[src/design/psd_pkg.sv]
// shared types and widths for the point-to-segment distance pipeline
// no dependencies; imported by every design file
package psd_pkg;

  localparam int COORD_W = 24;               // signed Q12.12 coordinate
  localparam int T_FRAC  = 16;               // fraction bits of the projection parameter
  localparam int DIFF_W  = COORD_W + 1;      // coordinate difference
  localparam int L2_W    = 2 * COORD_W + 1;  // squared segment length
  localparam int DOT_W   = L2_W + 1;         // signed dot product
  localparam int REM_W   = L2_W + 1;         // divider partial remainder
  localparam int T_W     = T_FRAC + 1;       // t, including the value one
  localparam int LERP_W  = T_W + COORD_W;    // t times a difference magnitude
  localparam int Q_W     = LERP_W - T_FRAC;  // projection offset magnitude
  localparam int DX_W    = COORD_W + 2;      // point minus projection
  localparam int SQ_W    = 2 * COORD_W + 3;  // squared distance
  localparam int ROOT_W  = COORD_W + 2;      // integer root of the squared distance
  localparam int DIST_W  = 25;               // saturated output distance

  typedef struct packed {
    logic signed [COORD_W-1:0] point_x;
    logic signed [COORD_W-1:0] point_y;
    logic signed [COORD_W-1:0] start_x;
    logic signed [COORD_W-1:0] start_y;
    logic signed [COORD_W-1:0] end_x;
    logic signed [COORD_W-1:0] end_y;
  } psd_in_t;

  typedef struct packed {
    logic [DIST_W-1:0] distance;
    logic              degenerate;
  } psd_out_t;

  // data that rides alongside the divider
  typedef struct packed {
    logic signed [DIFF_W-1:0] ux;
    logic signed [DIFF_W-1:0] uy;
    logic signed [DIFF_W-1:0] vx;
    logic signed [DIFF_W-1:0] vy;
    logic                     degenerate;
    logic                     use_quot;
    logic [T_W-1:0]           t_fixed;
  } div_side_t;

endpackage

[src/design/psd_sqrt.sv]
// pipelined integer square root, one root bit per stage, msb first
// depends on psd_pkg
module psd_sqrt import psd_pkg::*; (
  input  logic              clk,
  input  logic              rst,
  input  logic              en,
  input  logic              in_valid,
  input  logic [SQ_W-1:0]   in_sq,
  input  logic              in_degenerate,
  output logic              out_valid,
  output logic [ROOT_W-1:0] out_root,
  output logic              out_degenerate
);

  localparam int TR_W = SQ_W + 2;

  logic              vld   [ROOT_W+1];
  logic [SQ_W-1:0]   rest  [ROOT_W+1];
  logic [ROOT_W-1:0] root  [ROOT_W+1];
  logic              degen [ROOT_W+1];

  assign vld[0]   = in_valid;
  assign rest[0]  = in_sq;
  assign root[0]  = '0;
  assign degen[0] = in_degenerate;

  for (genvar k = 0; k < ROOT_W; k++) begin : g_stage
    localparam int B = ROOT_W - 1 - k;
    logic [TR_W-1:0] trial;
    logic            take;

    // (2r + 2^b) * 2^b is what setting bit b adds to the square
    always_comb begin
      trial = (TR_W'(root[k]) << (B + 1)) + (TR_W'(1) << (2 * B));
      take  = TR_W'(rest[k]) >= trial;
    end

    always_ff @(posedge clk) begin
      if (rst) begin
        vld[k+1] <= 1'b0;
      end else if (en) begin
        vld[k+1] <= vld[k];
      end
    end

    always_ff @(posedge clk) begin
      if (en) begin
        rest[k+1]  <= take ? SQ_W'(TR_W'(rest[k]) - trial) : rest[k];
        root[k+1]  <= take ? (root[k] | (ROOT_W'(1) << B)) : root[k];
        degen[k+1] <= degen[k];
      end
    end
  end

  assign out_valid      = vld[ROOT_W];
  assign out_root       = root[ROOT_W];
  assign out_degenerate = degen[ROOT_W];

endmodule
[config.mk]
export PLATFORM = sky130hd
export DESIGN_NAME = psd_sqrt
export DESIGN_NICKNAME = d
export VERILOG_FILES = /design/src/design/psd_pkg.sv /design/src/design/psd_sqrt.sv
export SDC_FILE = /design/constraint.sdc
export NUM_CORES = 2
export LEC_CHECK = 0
export BUFFER_PORTS_ARGS = -buffer_cell sky130_fd_sc_hd__buf_4
export CORE_MARGIN = 5
export CORE_UTILIZATION = 55
export CTS_BUF_LIST = sky130_fd_sc_hd__clkbuf_16
export CTS_CLUSTER_SIZE = 16
export DETAILED_ROUTE_END_ITERATION = 8
export MAX_ROUTING_LAYER = met4
export PLACE_DENSITY_LB_ADDON = 0.2
export SLEW_MARGIN = 25
export SYNTH_ARGS = -nofsm -noshare
export SYNTH_HDL_FRONTEND = slang
export SYNTH_SLANG_ARGS = --single-unit
[constraint.sdc]
create_clock -name clk -period 5.59 [get_ports clk]
set_input_delay 0.559 -clock clk [delete_from_list [all_inputs] [get_ports clk]]
set_output_delay 0.559 -clock clk [all_outputs]
set_load 0.03 [all_outputs]
==> flow_metrics.py <==
metrics = {
    "timing": {
        "fmax_mhz": 229,
        "final.min_clock_period_ns": 4.37,
        "hold_slack_ns": 0.131,
        "layout_setup_ws_ns": 1.22,
        "clock_skew_ns": 0.0516,
        "drv_slew": 0,
        "worst_slew_pin_slew_ns": 1.13,
        "max-slew-margin-rel_pct": 24.6,
        "rsz0062_at_grt": "no",
        "period_share_pct": 78.2,
        "setup_tns_ns": 0,
        "setup_violations": 0,
        "finalHoldViolations": 0,
    },
    "clock_network": {
        "clock_path_buffers": 3,
        "clockRootBuffer": "clkbuf_16",
        "ctsHtreeMaxLevel": 4,
        "cts_made_buffers": 170,
        "cts_tree": "done",
        "cts_resized": 0,
        "ctsHoldBuffers": 53,
        "numClockSinks": 1678,
        "clock_latency_ns": 0.80,
        "clk_pin_slew_ns": 0.06,
        "cts_setup_buffers": 0,
    },
    "grt": {
        "antenna_found_initial": 1,
        "grt_max_degree": 214,
        "grt_usage_pct": 22.8,
        "grtUsageMet1_pct": 28.4,
        "top_usage_layer": "met2",
        "first_global_vias": 47600,
        "grt_overflow_total": 0,
        "grt.met2_usage_pct": 39.3,
        "grt_util_met3_pct": 3.13,
        "grt_first_pass_wirelength_mm": 265,
    },
    "hold_path": {
        "hold_class": "primary input to register",
        "hold_path_depth": 2,
    },
    "yosys": {
        "synth_seq_cells": 1678,
        "synth_mux_area_share_pct": 1.36,
        "synth.distinct_cells": 92,
        "synth_simple_gate_area_share_pct": 11.2,
        "synthesis.instances": 6116,
        "synthFlopType": "edfxtp_1",
        "synth_edf_count": 1652,
        "synth-compound-area-share_pct": 8.94,
        "syn_area_um2": 78700,
        "synth_top_family_by_area": "simple AND/OR/NAND/NOR gates",
        "postSynthAreaPerCell_um2": 12.9,
        "synthAdderAreaFrac_pct": 5.96,
        "async_reset_ff_share_pct": 0,
        "yosys_warnings": 0,
        "synth_nets": 6546,
        "synth-xor-area-share_pct": 6.06,
        "yosysSeqAreaShare_pct": 63.7,
    },
    "finish": {
        "post_layout_nonfiller_instances": 8380,
        "multi_input_area_um2": 26500,
        "num_antenna_cells": 0,
        "final_util_pct": 61.9,
        "area_growth_pct": 11.8,
        "fin_nets": 6782,
        "fill_cells": 10800,
        "regArea_um2": 50100,
        "drive_above_1_share_pct": 7.40,
    },
    "power_and_ir_drop": {
        "power_frac_comb_pct": 19.4,
        "clockPowerShare_pct": 31.8,
        "sw_frac_of_total_pct": 28.6,
        "p_leak_nw": 33.4,
        "vdd_ir_drop_max_v": 0.000300,
        "pwr_density_cell_nw_per_um2": 401,
        "p_sw_w": 0.0101,
        "p_seq_share_pct": 48.8,
        "internal-power_w": 0.0252,
    },
    "floorplanning": {
        "start_util_pct": 55.4,
        "die_w_um": 388,
        "ios": 84,
        "design.core.area_um2": 142000,
        "die_area_um2": 151000,
        "fp.dieH_um": 388,
        "row_count": 138,
    },
    "placement": {
        "place.gp.congestion": 0.954,
        "place_inst": 8016,
        "dpl.hpwl_mm": 124,
        "dp_slack_ns": 1.25,
        "portBuffers": 83,
    },
    "worst_setup_path": {
        "worstPathArrival_ns": 4.88,
        "crit_required_ns": 6.10,
        "path_max_fanout": 6,
        "worstSetupPathType": "register to register",
        "r2r_cells": 10,
        "startpoint_type": "register",
        "end_kind": "register",
    },
    "detailed_routing": {
        "ant_nets": 0,
        "drc": 0,
        "viasPerCell": 5.77,
        "drt_pre_antenna_iters": 6,
        "wl_mm": 169,
        "wire_per_inst_um": 20.2,
        "num_vias": 48400,
        "drt_iter0_markers": 3848,
    },
    "run": {
        "cap_violations": 0,
    },
    "run_status": {
        "outcome": "complete, no violations",
    },
}
final timing paths:
path / start / to / slack (ns)
setup / recovery: rest[330] / rest[304] / 1.22
hold / removal: rst / vld[12] / 0.13
setup reg to reg: rest[330] / rest[304] / 1.22
hold reg to reg: degen[24] / degen[23] / 0.42
metrics by stage:
stage	instance area (um2)	total power, W
after global placement	81700	0.0241
after floorplan	78700	0.0219
final	87900	0.0353
after detailed placement	81700	0.0242
after CTS	87900	0.0355
after global routing	87900	0.0370
Yosys cell counts, types with 28 or more instances:
cell type	n	area, um2
or4_1	36	270
inv_1	451	1690
nor3_1	175	876
a21oi_1	394	1970
or3_1	46	288
nand2b_1	76	475
mux2_2	60	676
a31oi_1	30	188
nor2_1	432	1620
nand2_1	343	1290
o21bai_1	28	210
o21a_1	80	601
mux2i_1	33	330
ha_1	373	4670
xnor2_1	279	2440
o31ai_1	30	225
nor4_1	211	1320
o21ai_0	260	1300
clkbuf_1	95	357
xor2_1	265	2320
nor4b_1	31	272
a21o_1	132	991
and3_1	36	225
edfxtp_1	1652	49600
nand3_1	87	435
nor2b_1	52	325
nand4_1	80	500
layout make-up:
| class | count | area share, % |
|---|---|---|
| clock buffers | 171 | 4.87 |
| repair buffers | 175 | 1.82 |
| flip-flops and latches | 1678 | 57.0 |
| inverters | 455 | 1.95 |
| well taps | 1890 | 2.69 |
| multi-input cells | 3872 | 30.1 |
| clock inverters | 139 | 1.53 |
flip-flops by register name, summed over array words and instances, names as in the netlist:
name / cells
out_valid: 1
rest: 1275
out_root: 26
degen: 25
root: 325
out_degenerate: 1
vld: 25
routing by layer:
layer  vias to the layer above  share of wire [%]
li1                      23300                  -
met1                     23500                 42
met2                      1200                 51
met3                       328                4.5
met4                         0                2.8
met5                         -                  0
power by group through the flow:
stage | Sequential, W | Combinational, W | Clock [W]
floorplan | 0.0169 | 0.00507 | 0
CTS | 0.0172 | 0.00682 | 0.0115
global placement | 0.0174 | 0.00664 | 0
finish | 0.0172 | 0.00685 | 0.0112
global route | 0.0174 | 0.00763 | 0.0120
detailed placement | 0.0174 | 0.00674 | 0
cells by family (layout without fill, tap and decap cells):
family / count (synthesis) / after routing
simple gates: 1723 / 1723
flops: 1678 / 1678
compound gates: 1132 / 1132
buf+inv: 566 / 940
xor+xnor: 544 / 544
fa+ha+maj: 374 / 374
mux: 98 / 98
other cells: 1 / 1
layout by cell type (no fill, tap or decap), types with 111 or more instances in the layout:
cell       count
a21oi_1      394
o21ai_0      260
nor3_1       175
nor2_1       432
a21o_1       132
nand2_1      343
clkbuf_16    171
xnor2_1      279
edfxtp_1    1652
xor2_1       265
buf_4        111
inv_1        478
nor4_1       207
ha_1         373
worst max-delay path: stages, from the launching register on:
cell	delay, ns
edfxtp_1	0.39
ha_1	0.40
and4_1	0.37
nand4_1	0.13
nor4_1	0.79
and2_1	0.26
nor4_1	0.05
a2111oi_0	0.73
or4b_1	0.59
nor3_1	0.25
xor2_1	0.11
No activity file was read; power rests on OpenSTA's default activity.
