--- config.mk ---
export PLATFORM = sky130hd
export DESIGN_NAME = psd_divider
export DESIGN_NICKNAME = d
export VERILOG_FILES = /design/src/design/psd_pkg.sv /design/src/design/psd_divider.sv
export SDC_FILE = /design/constraint.sdc
export NUM_CORES = 2
export LEC_CHECK = 0
export BUFFER_PORTS_ARGS = -buffer_cell sky130_fd_sc_hd__buf_2
export CAP_MARGIN = 20
export CELL_PAD_IN_SITES_DETAIL_PLACEMENT = 0
export CELL_PAD_IN_SITES_GLOBAL_PLACEMENT = 1
export CORE_MARGIN = 2
export CORE_UTILIZATION = 30
export DETAILED_ROUTE_END_ITERATION = 12
export MAX_ROUTING_LAYER = met4
export PLACE_DENSITY = 0.51
export RECOVER_POWER = 100
export SLEW_MARGIN = 10
export SYNTH_ARGS = -nofsm -noshare
export SYNTH_HDL_FRONTEND = slang
export SYNTH_SLANG_ARGS = --single-unit
--- constraint.sdc ---
create_clock -name clk -period 5.24 [get_ports clk]
set_input_delay 1.048 -clock clk [delete_from_list [all_inputs] [get_ports clk]]
set_output_delay 1.048 -clock clk [all_outputs]
set_load 0.01 [all_outputs]
--- src/design/psd_pkg.sv ---
// shared types and widths for the point-to-segment distance pipeline
// no dependencies; imported by every design file
package psd_pkg;

  localparam int COORD_W = 24;               // signed Q12.12 coordinate
  localparam int T_FRAC  = 16;               // fraction bits of the projection parameter
  localparam int DIFF_W  = COORD_W + 1;      // coordinate difference
  localparam int L2_W    = 2 * COORD_W + 1;  // squared segment length
  localparam int DOT_W   = L2_W + 1;         // signed dot product
  localparam int REM_W   = L2_W + 1;         // divider partial remainder
  localparam int T_W     = T_FRAC + 1;       // t, including the value one
  localparam int LERP_W  = T_W + COORD_W;    // t times a difference magnitude
  localparam int Q_W     = LERP_W - T_FRAC;  // projection offset magnitude
  localparam int DX_W    = COORD_W + 2;      // point minus projection
  localparam int SQ_W    = 2 * COORD_W + 3;  // squared distance
  localparam int ROOT_W  = COORD_W + 2;      // integer root of the squared distance
  localparam int DIST_W  = 25;               // saturated output distance

  typedef struct packed {
    logic signed [COORD_W-1:0] point_x;
    logic signed [COORD_W-1:0] point_y;
    logic signed [COORD_W-1:0] start_x;
    logic signed [COORD_W-1:0] start_y;
    logic signed [COORD_W-1:0] end_x;
    logic signed [COORD_W-1:0] end_y;
  } psd_in_t;

  typedef struct packed {
    logic [DIST_W-1:0] distance;
    logic              degenerate;
  } psd_out_t;

  // data that rides alongside the divider
  typedef struct packed {
    logic signed [DIFF_W-1:0] ux;
    logic signed [DIFF_W-1:0] uy;
    logic signed [DIFF_W-1:0] vx;
    logic signed [DIFF_W-1:0] vy;
    logic                     degenerate;
    logic                     use_quot;
    logic [T_W-1:0]           t_fixed;
  } div_side_t;

endpackage

--- src/design/psd_divider.sv ---
// pipelined restoring divider, one quotient bit per stage
// depends on psd_pkg
module psd_divider import psd_pkg::*; (
  input  logic             clk,
  input  logic             rst,
  input  logic             en,
  input  logic             in_valid,
  input  logic [REM_W-1:0] in_rem,
  input  logic [L2_W-1:0]  in_l2,
  input  div_side_t        in_side,
  output logic             out_valid,
  output logic [T_FRAC-1:0] out_quot,
  output div_side_t        out_side
);

  logic              vld  [T_FRAC+1];
  logic [REM_W-1:0]  rem  [T_FRAC+1];
  logic [L2_W-1:0]   l2s  [T_FRAC+1];
  logic [T_FRAC-1:0] quot [T_FRAC+1];
  div_side_t         side [T_FRAC+1];

  assign vld[0]  = in_valid;
  assign rem[0]  = in_rem;
  assign l2s[0]  = in_l2;
  assign quot[0] = '0;
  assign side[0] = in_side;

  for (genvar k = 0; k < T_FRAC; k++) begin : g_stage
    logic [REM_W-1:0] shifted;
    logic             take;

    always_comb begin
      shifted = {rem[k][REM_W-2:0], 1'b0};
      take    = shifted >= {1'b0, l2s[k]};
    end

    always_ff @(posedge clk) begin
      if (rst) begin
        vld[k+1] <= 1'b0;
      end else if (en) begin
        vld[k+1] <= vld[k];
      end
    end

    always_ff @(posedge clk) begin
      if (en) begin
        rem[k+1]  <= take ? shifted - {1'b0, l2s[k]} : shifted;
        l2s[k+1]  <= l2s[k];
        quot[k+1] <= {quot[k][T_FRAC-2:0], take};
        side[k+1] <= side[k];
      end
    end
  end

  assign out_valid = vld[T_FRAC];
  assign out_quot  = quot[T_FRAC];
  assign out_side  = side[T_FRAC];

endmodule

==> flow_summary_export.csv <==
group,metric,value,unit
sta,worst_slew_margin_rel,-164,%
synth,area_leader_netlist,"edfxtp_1",
setup_path,launch_instance_of_the_worst_register_to_register_path,"l2s[215]",
synth,synthCells,11900,
setup_path,critical_path_depth,14,
setup_path,worst_ep_required_time,5.94,ns
drt,dr_wl_met3,11900,um
setup_path,critical-path-top-delay-family,"compound AO/OA/AOI/OAI gates",
die,io_pins,358,
cts,cts-htree-levels,5,
setup_path,timing.reg2reg.worst_path_depth,14,
cts,post_cts.resized_instances,0,
synth,combinational_family_with_the_most_area_after_synthesis,"compound AO/OA/AOI/OAI gates",
setup_path,start_kind,"register",
setup_path,crit_buf_inv,3,
drt,detail_route.wl_per_cell,18.4,um
synth,post_synthesis_compound_gate_area_fraction,11.2,%
synth,ys_types,93,
sta,fin_skew,0.102,ns
sta,finalHoldViolCount,0,
hold_path,timing.hold.worst.class,"input pin to register",
power,design_power_total,104000,uW
die,initial_core_util,30.1,%
cells_and_area,layout_commonest_cell,"edfxtp_1",
sta,setup_ws,0.204,ns
drt,drt.antenna.violating_nets,0,
die,fp-row-count,267,
cts,cts.reportedPaths.clkPinSlew,0.06,ns
setup_path,critical-path-top-cell-by-count,"o21ai_0",
synth,count_of_synthesis_stage_warnings_from_yosys,0,
global_route,grt_pass1_vias,95600,
setup_path,worst_setup_path_startpoint,"l2s[215]",
power,ir_worst_vdd,0.302,mV
synth,synth_edf_count,3510,
power,power.density_cell_area,570,mW/mm2
sta,min_period_over_period,96.1,%
cts,cts_post_setup_buffers_inserted,0,
synth,async_flop_share,0,%
setup_path,worstPathCellList,"inv_1 -> ha_1 -> nand3_1 -> nor4_1 -> o21ai_0 -> a21oi_1 -> nor2_1 -> o21ai_0 -> a2111oi_0 -> buf_4 -> o31a_1 -> o22a_2 -> clkbuf_1 -> o41ai_1",
sta,setup_viol,0,
sta,layout_min_cycle_time,5.04,ns
cells_and_area,area_occupied_by_multi_input_gates,0.0471,mm2
synth,mappedNetlistArea,0.159,mm2
cells_and_area,final_nets,13400,
synth,synthTopCellsByArea,"edfxtp_1 (66%), ha_1 (6.2%), a21oi_1 (3.2%), inv_1 (2.3%), xnor2_1 (2.1%)",
sta,max_clock_freq,199,MHz
sta,worst-slew-pin-transition,3.96,ns
synth,synthAdderAreaFrac,6.34,%
synth,synth.net_count,13000,
job,drv_cap,1,
synth,ys.flop_type,"edfxtp_1",
cts,numClockSinks,3526,
global_route,congestion_overflow_gr,0,
global_route,maximum_number_of_pins_on_one_net_before_global_route_repair,163,
drt,via_total_after_detailed_routing,91000,
sta,finalSetupTns,0,ns
global_route,grt_antenna_before_repair,11,
cts,postCtsHoldBufs,0,
global_route,grt.total_usage,13.6,%
setup_path,setup.worst_path.end,"g_stage[13].shifted[49]",
drt,detail_route.vias_per_cell,4.60,
placement,post_placement_cell_count,19000,
cells_and_area,area_growth_syn_to_layout,14.1,%
placement,buffer_ports.inserted,356,
drt,drt-total-wl,364000,um
power,p_leak,0.0684,uW
setup_path,critPathMaxStageDelay,0.59,ns
outcome,failed_checks,"capacitance limit, slew limit",
drt,post-route-drc-count,0,
cts,cts.path.max_buffers,4,
setup_path,critPathCaptureType,"register",
cts,clock_insertion_delay_worst_skew,1.03,ns
synth,synth_xor_area_share,3.61,%
synth,synth-seq-cells,3526,
drt,m1WireLength,153000,um
cts,numCtsBuffers,404,
cells_and_area,share_of_layout_cells_above_drive_strength_1,8.50,%
setup_path,worstSetupPathType,"register to register",
cells_and_area,stdcell_count,19800,
placement,dp_hpwl,270000,um
sta,final_max_slew_viol_count,56,
synth,synth_area_per_cell,13.3,um2
sta,grt_setup_unrepaired,"false",
drt,detailedRoute.firstPassIterationCount,8,
synth,proportion_of_synthesized_chip_area_in_sequential_cells,66.4,%
die,die_w,733,um
hold_path,min-delay-start,"in_side[40]",
drt,dr.max_layer_used,"met4",
die,die_h,733,um
placement,gp_routability_congestion,0.886,
setup_path,worst_path_max_delay_cell,"nor4_1",
drt,dr_wl_met2,176000,um
setup_path,arrival,5.73,ns
cts,tritoncts_clock_tree,"yes",
cts,clock_root_cell,"clkbuf_16",
synth,synthDominantCellAreaShare,66.2,%
die,floorplan.die_area,0.537,mm2
setup_path,r2r_end,"g_stage[13].shifted[49]",
synth,muxShareOfSynthArea,1.59,%
synth,synth_simple_gate_area_share,6.88,%
placement,place_ws,0.226,ns
sta,whs,0.182,ns
setup_path,r2r_setup_slack,0.20,ns
die,core-area,0.529,mm2
setup_path,timing.critical_path.fanout_max,11,
cells_and_area,final_cell_mix,"edfxtp_1 (3510), a21oi_1 (1013), inv_1 (974), ha_1 (783), nand2_1 (747)",
cells_and_area,register_area,0.106,mm2
cells_and_area,n_fill_cell,51400,
global_route,wire_length_of_the_first_global_routing_pass,559000,um
outcome,run_status,"finished, violations left",
drt,first_iter_violations,5277,
[worst min path at each step]
stage	endpoint	depth (start not counted)
final	side[1825]	1
after global routing	side[1795]	1
after CTS	side[1825]	1
after detailed placement	out_side[107]	0
after global placement	side[929]	0
after floorplan	out_quot[10]	0
[final cells by class]
| type | count | area share, % |
|---|---|---|
| Tap cell | 6994 | 4.81 |
| Multi-Input combinational cell | 6909 | 25.9 |
| Antenna cell | 16 | 0.0220 |
| Clock buffer | 490 | 5.75 |
| Inverter | 974 | 2.01 |
| Timing Repair Buffer | 604 | 1.87 |
| Clock inverter | 249 | 1.48 |
| Sequential cell | 3526 | 58.1 |
[report_power, final]
group	internal (uW)	total (uW)	switching, uW
clock	16100	27600	11600
combinational	14500	36100	21500
sequential	37500	39900	2360
total	68100	104000	35400
[layer usage]
metal	track usage [%]	vias to the layer above
li1	-	45200
met1	15.5	43300
met3	1.90	870
met4	7.38	0
met2	23.0	1658
met5	-	-
[kinds of logic (layout without fill, tap and decap cells)]
| group | Yosys count | after routing |
|---|---|---|
| DFF | 3526 | 3526 |
| AOI/OAI and AO/OA | 2898 | 2898 |
| and+or+nand+nor | 2339 | 2339 |
| buffers and inverters | 1499 | 2317 |
| adders and majority gates | 798 | 798 |
| xor gates and xnor gates | 656 | 656 |
| muxes | 218 | 218 |
| other | 0 | 16 |
[synthesized netlist by cell type, drive strengths merged (51+ instances only)]
cell	number
edfxtp	3510
a21oi	1015
inv	974
ha	783
nand2	747
o21ai	719
nor2	636
a21o	423
xnor2	385
clkbuf	297
xor2	271
buf	228
nand4	216
mux2	192
nand3	151
nor2b	129
nor3	108
o21bai	102
o21a	97
nand2b	96
a31oi	92
o31ai	60
and3	58
and2	51
[state kept, by name (all words and copies together), names as in the netlist]
name,count
out_valid,1
out_quot,16
vld,15
l2s,735
side,1785
out_side,119
quot,120
g_stage.shifted,735
[stage by stage]
step                instance area, um2  util [%]
floorplan                       159000         -
detailed placement              170000      32.1
CTS                             183000      34.6
global route                    182000      34.4
global placement                170000      32.1
finish                          182000      34.4
Power figures use the tool's default switching activity.
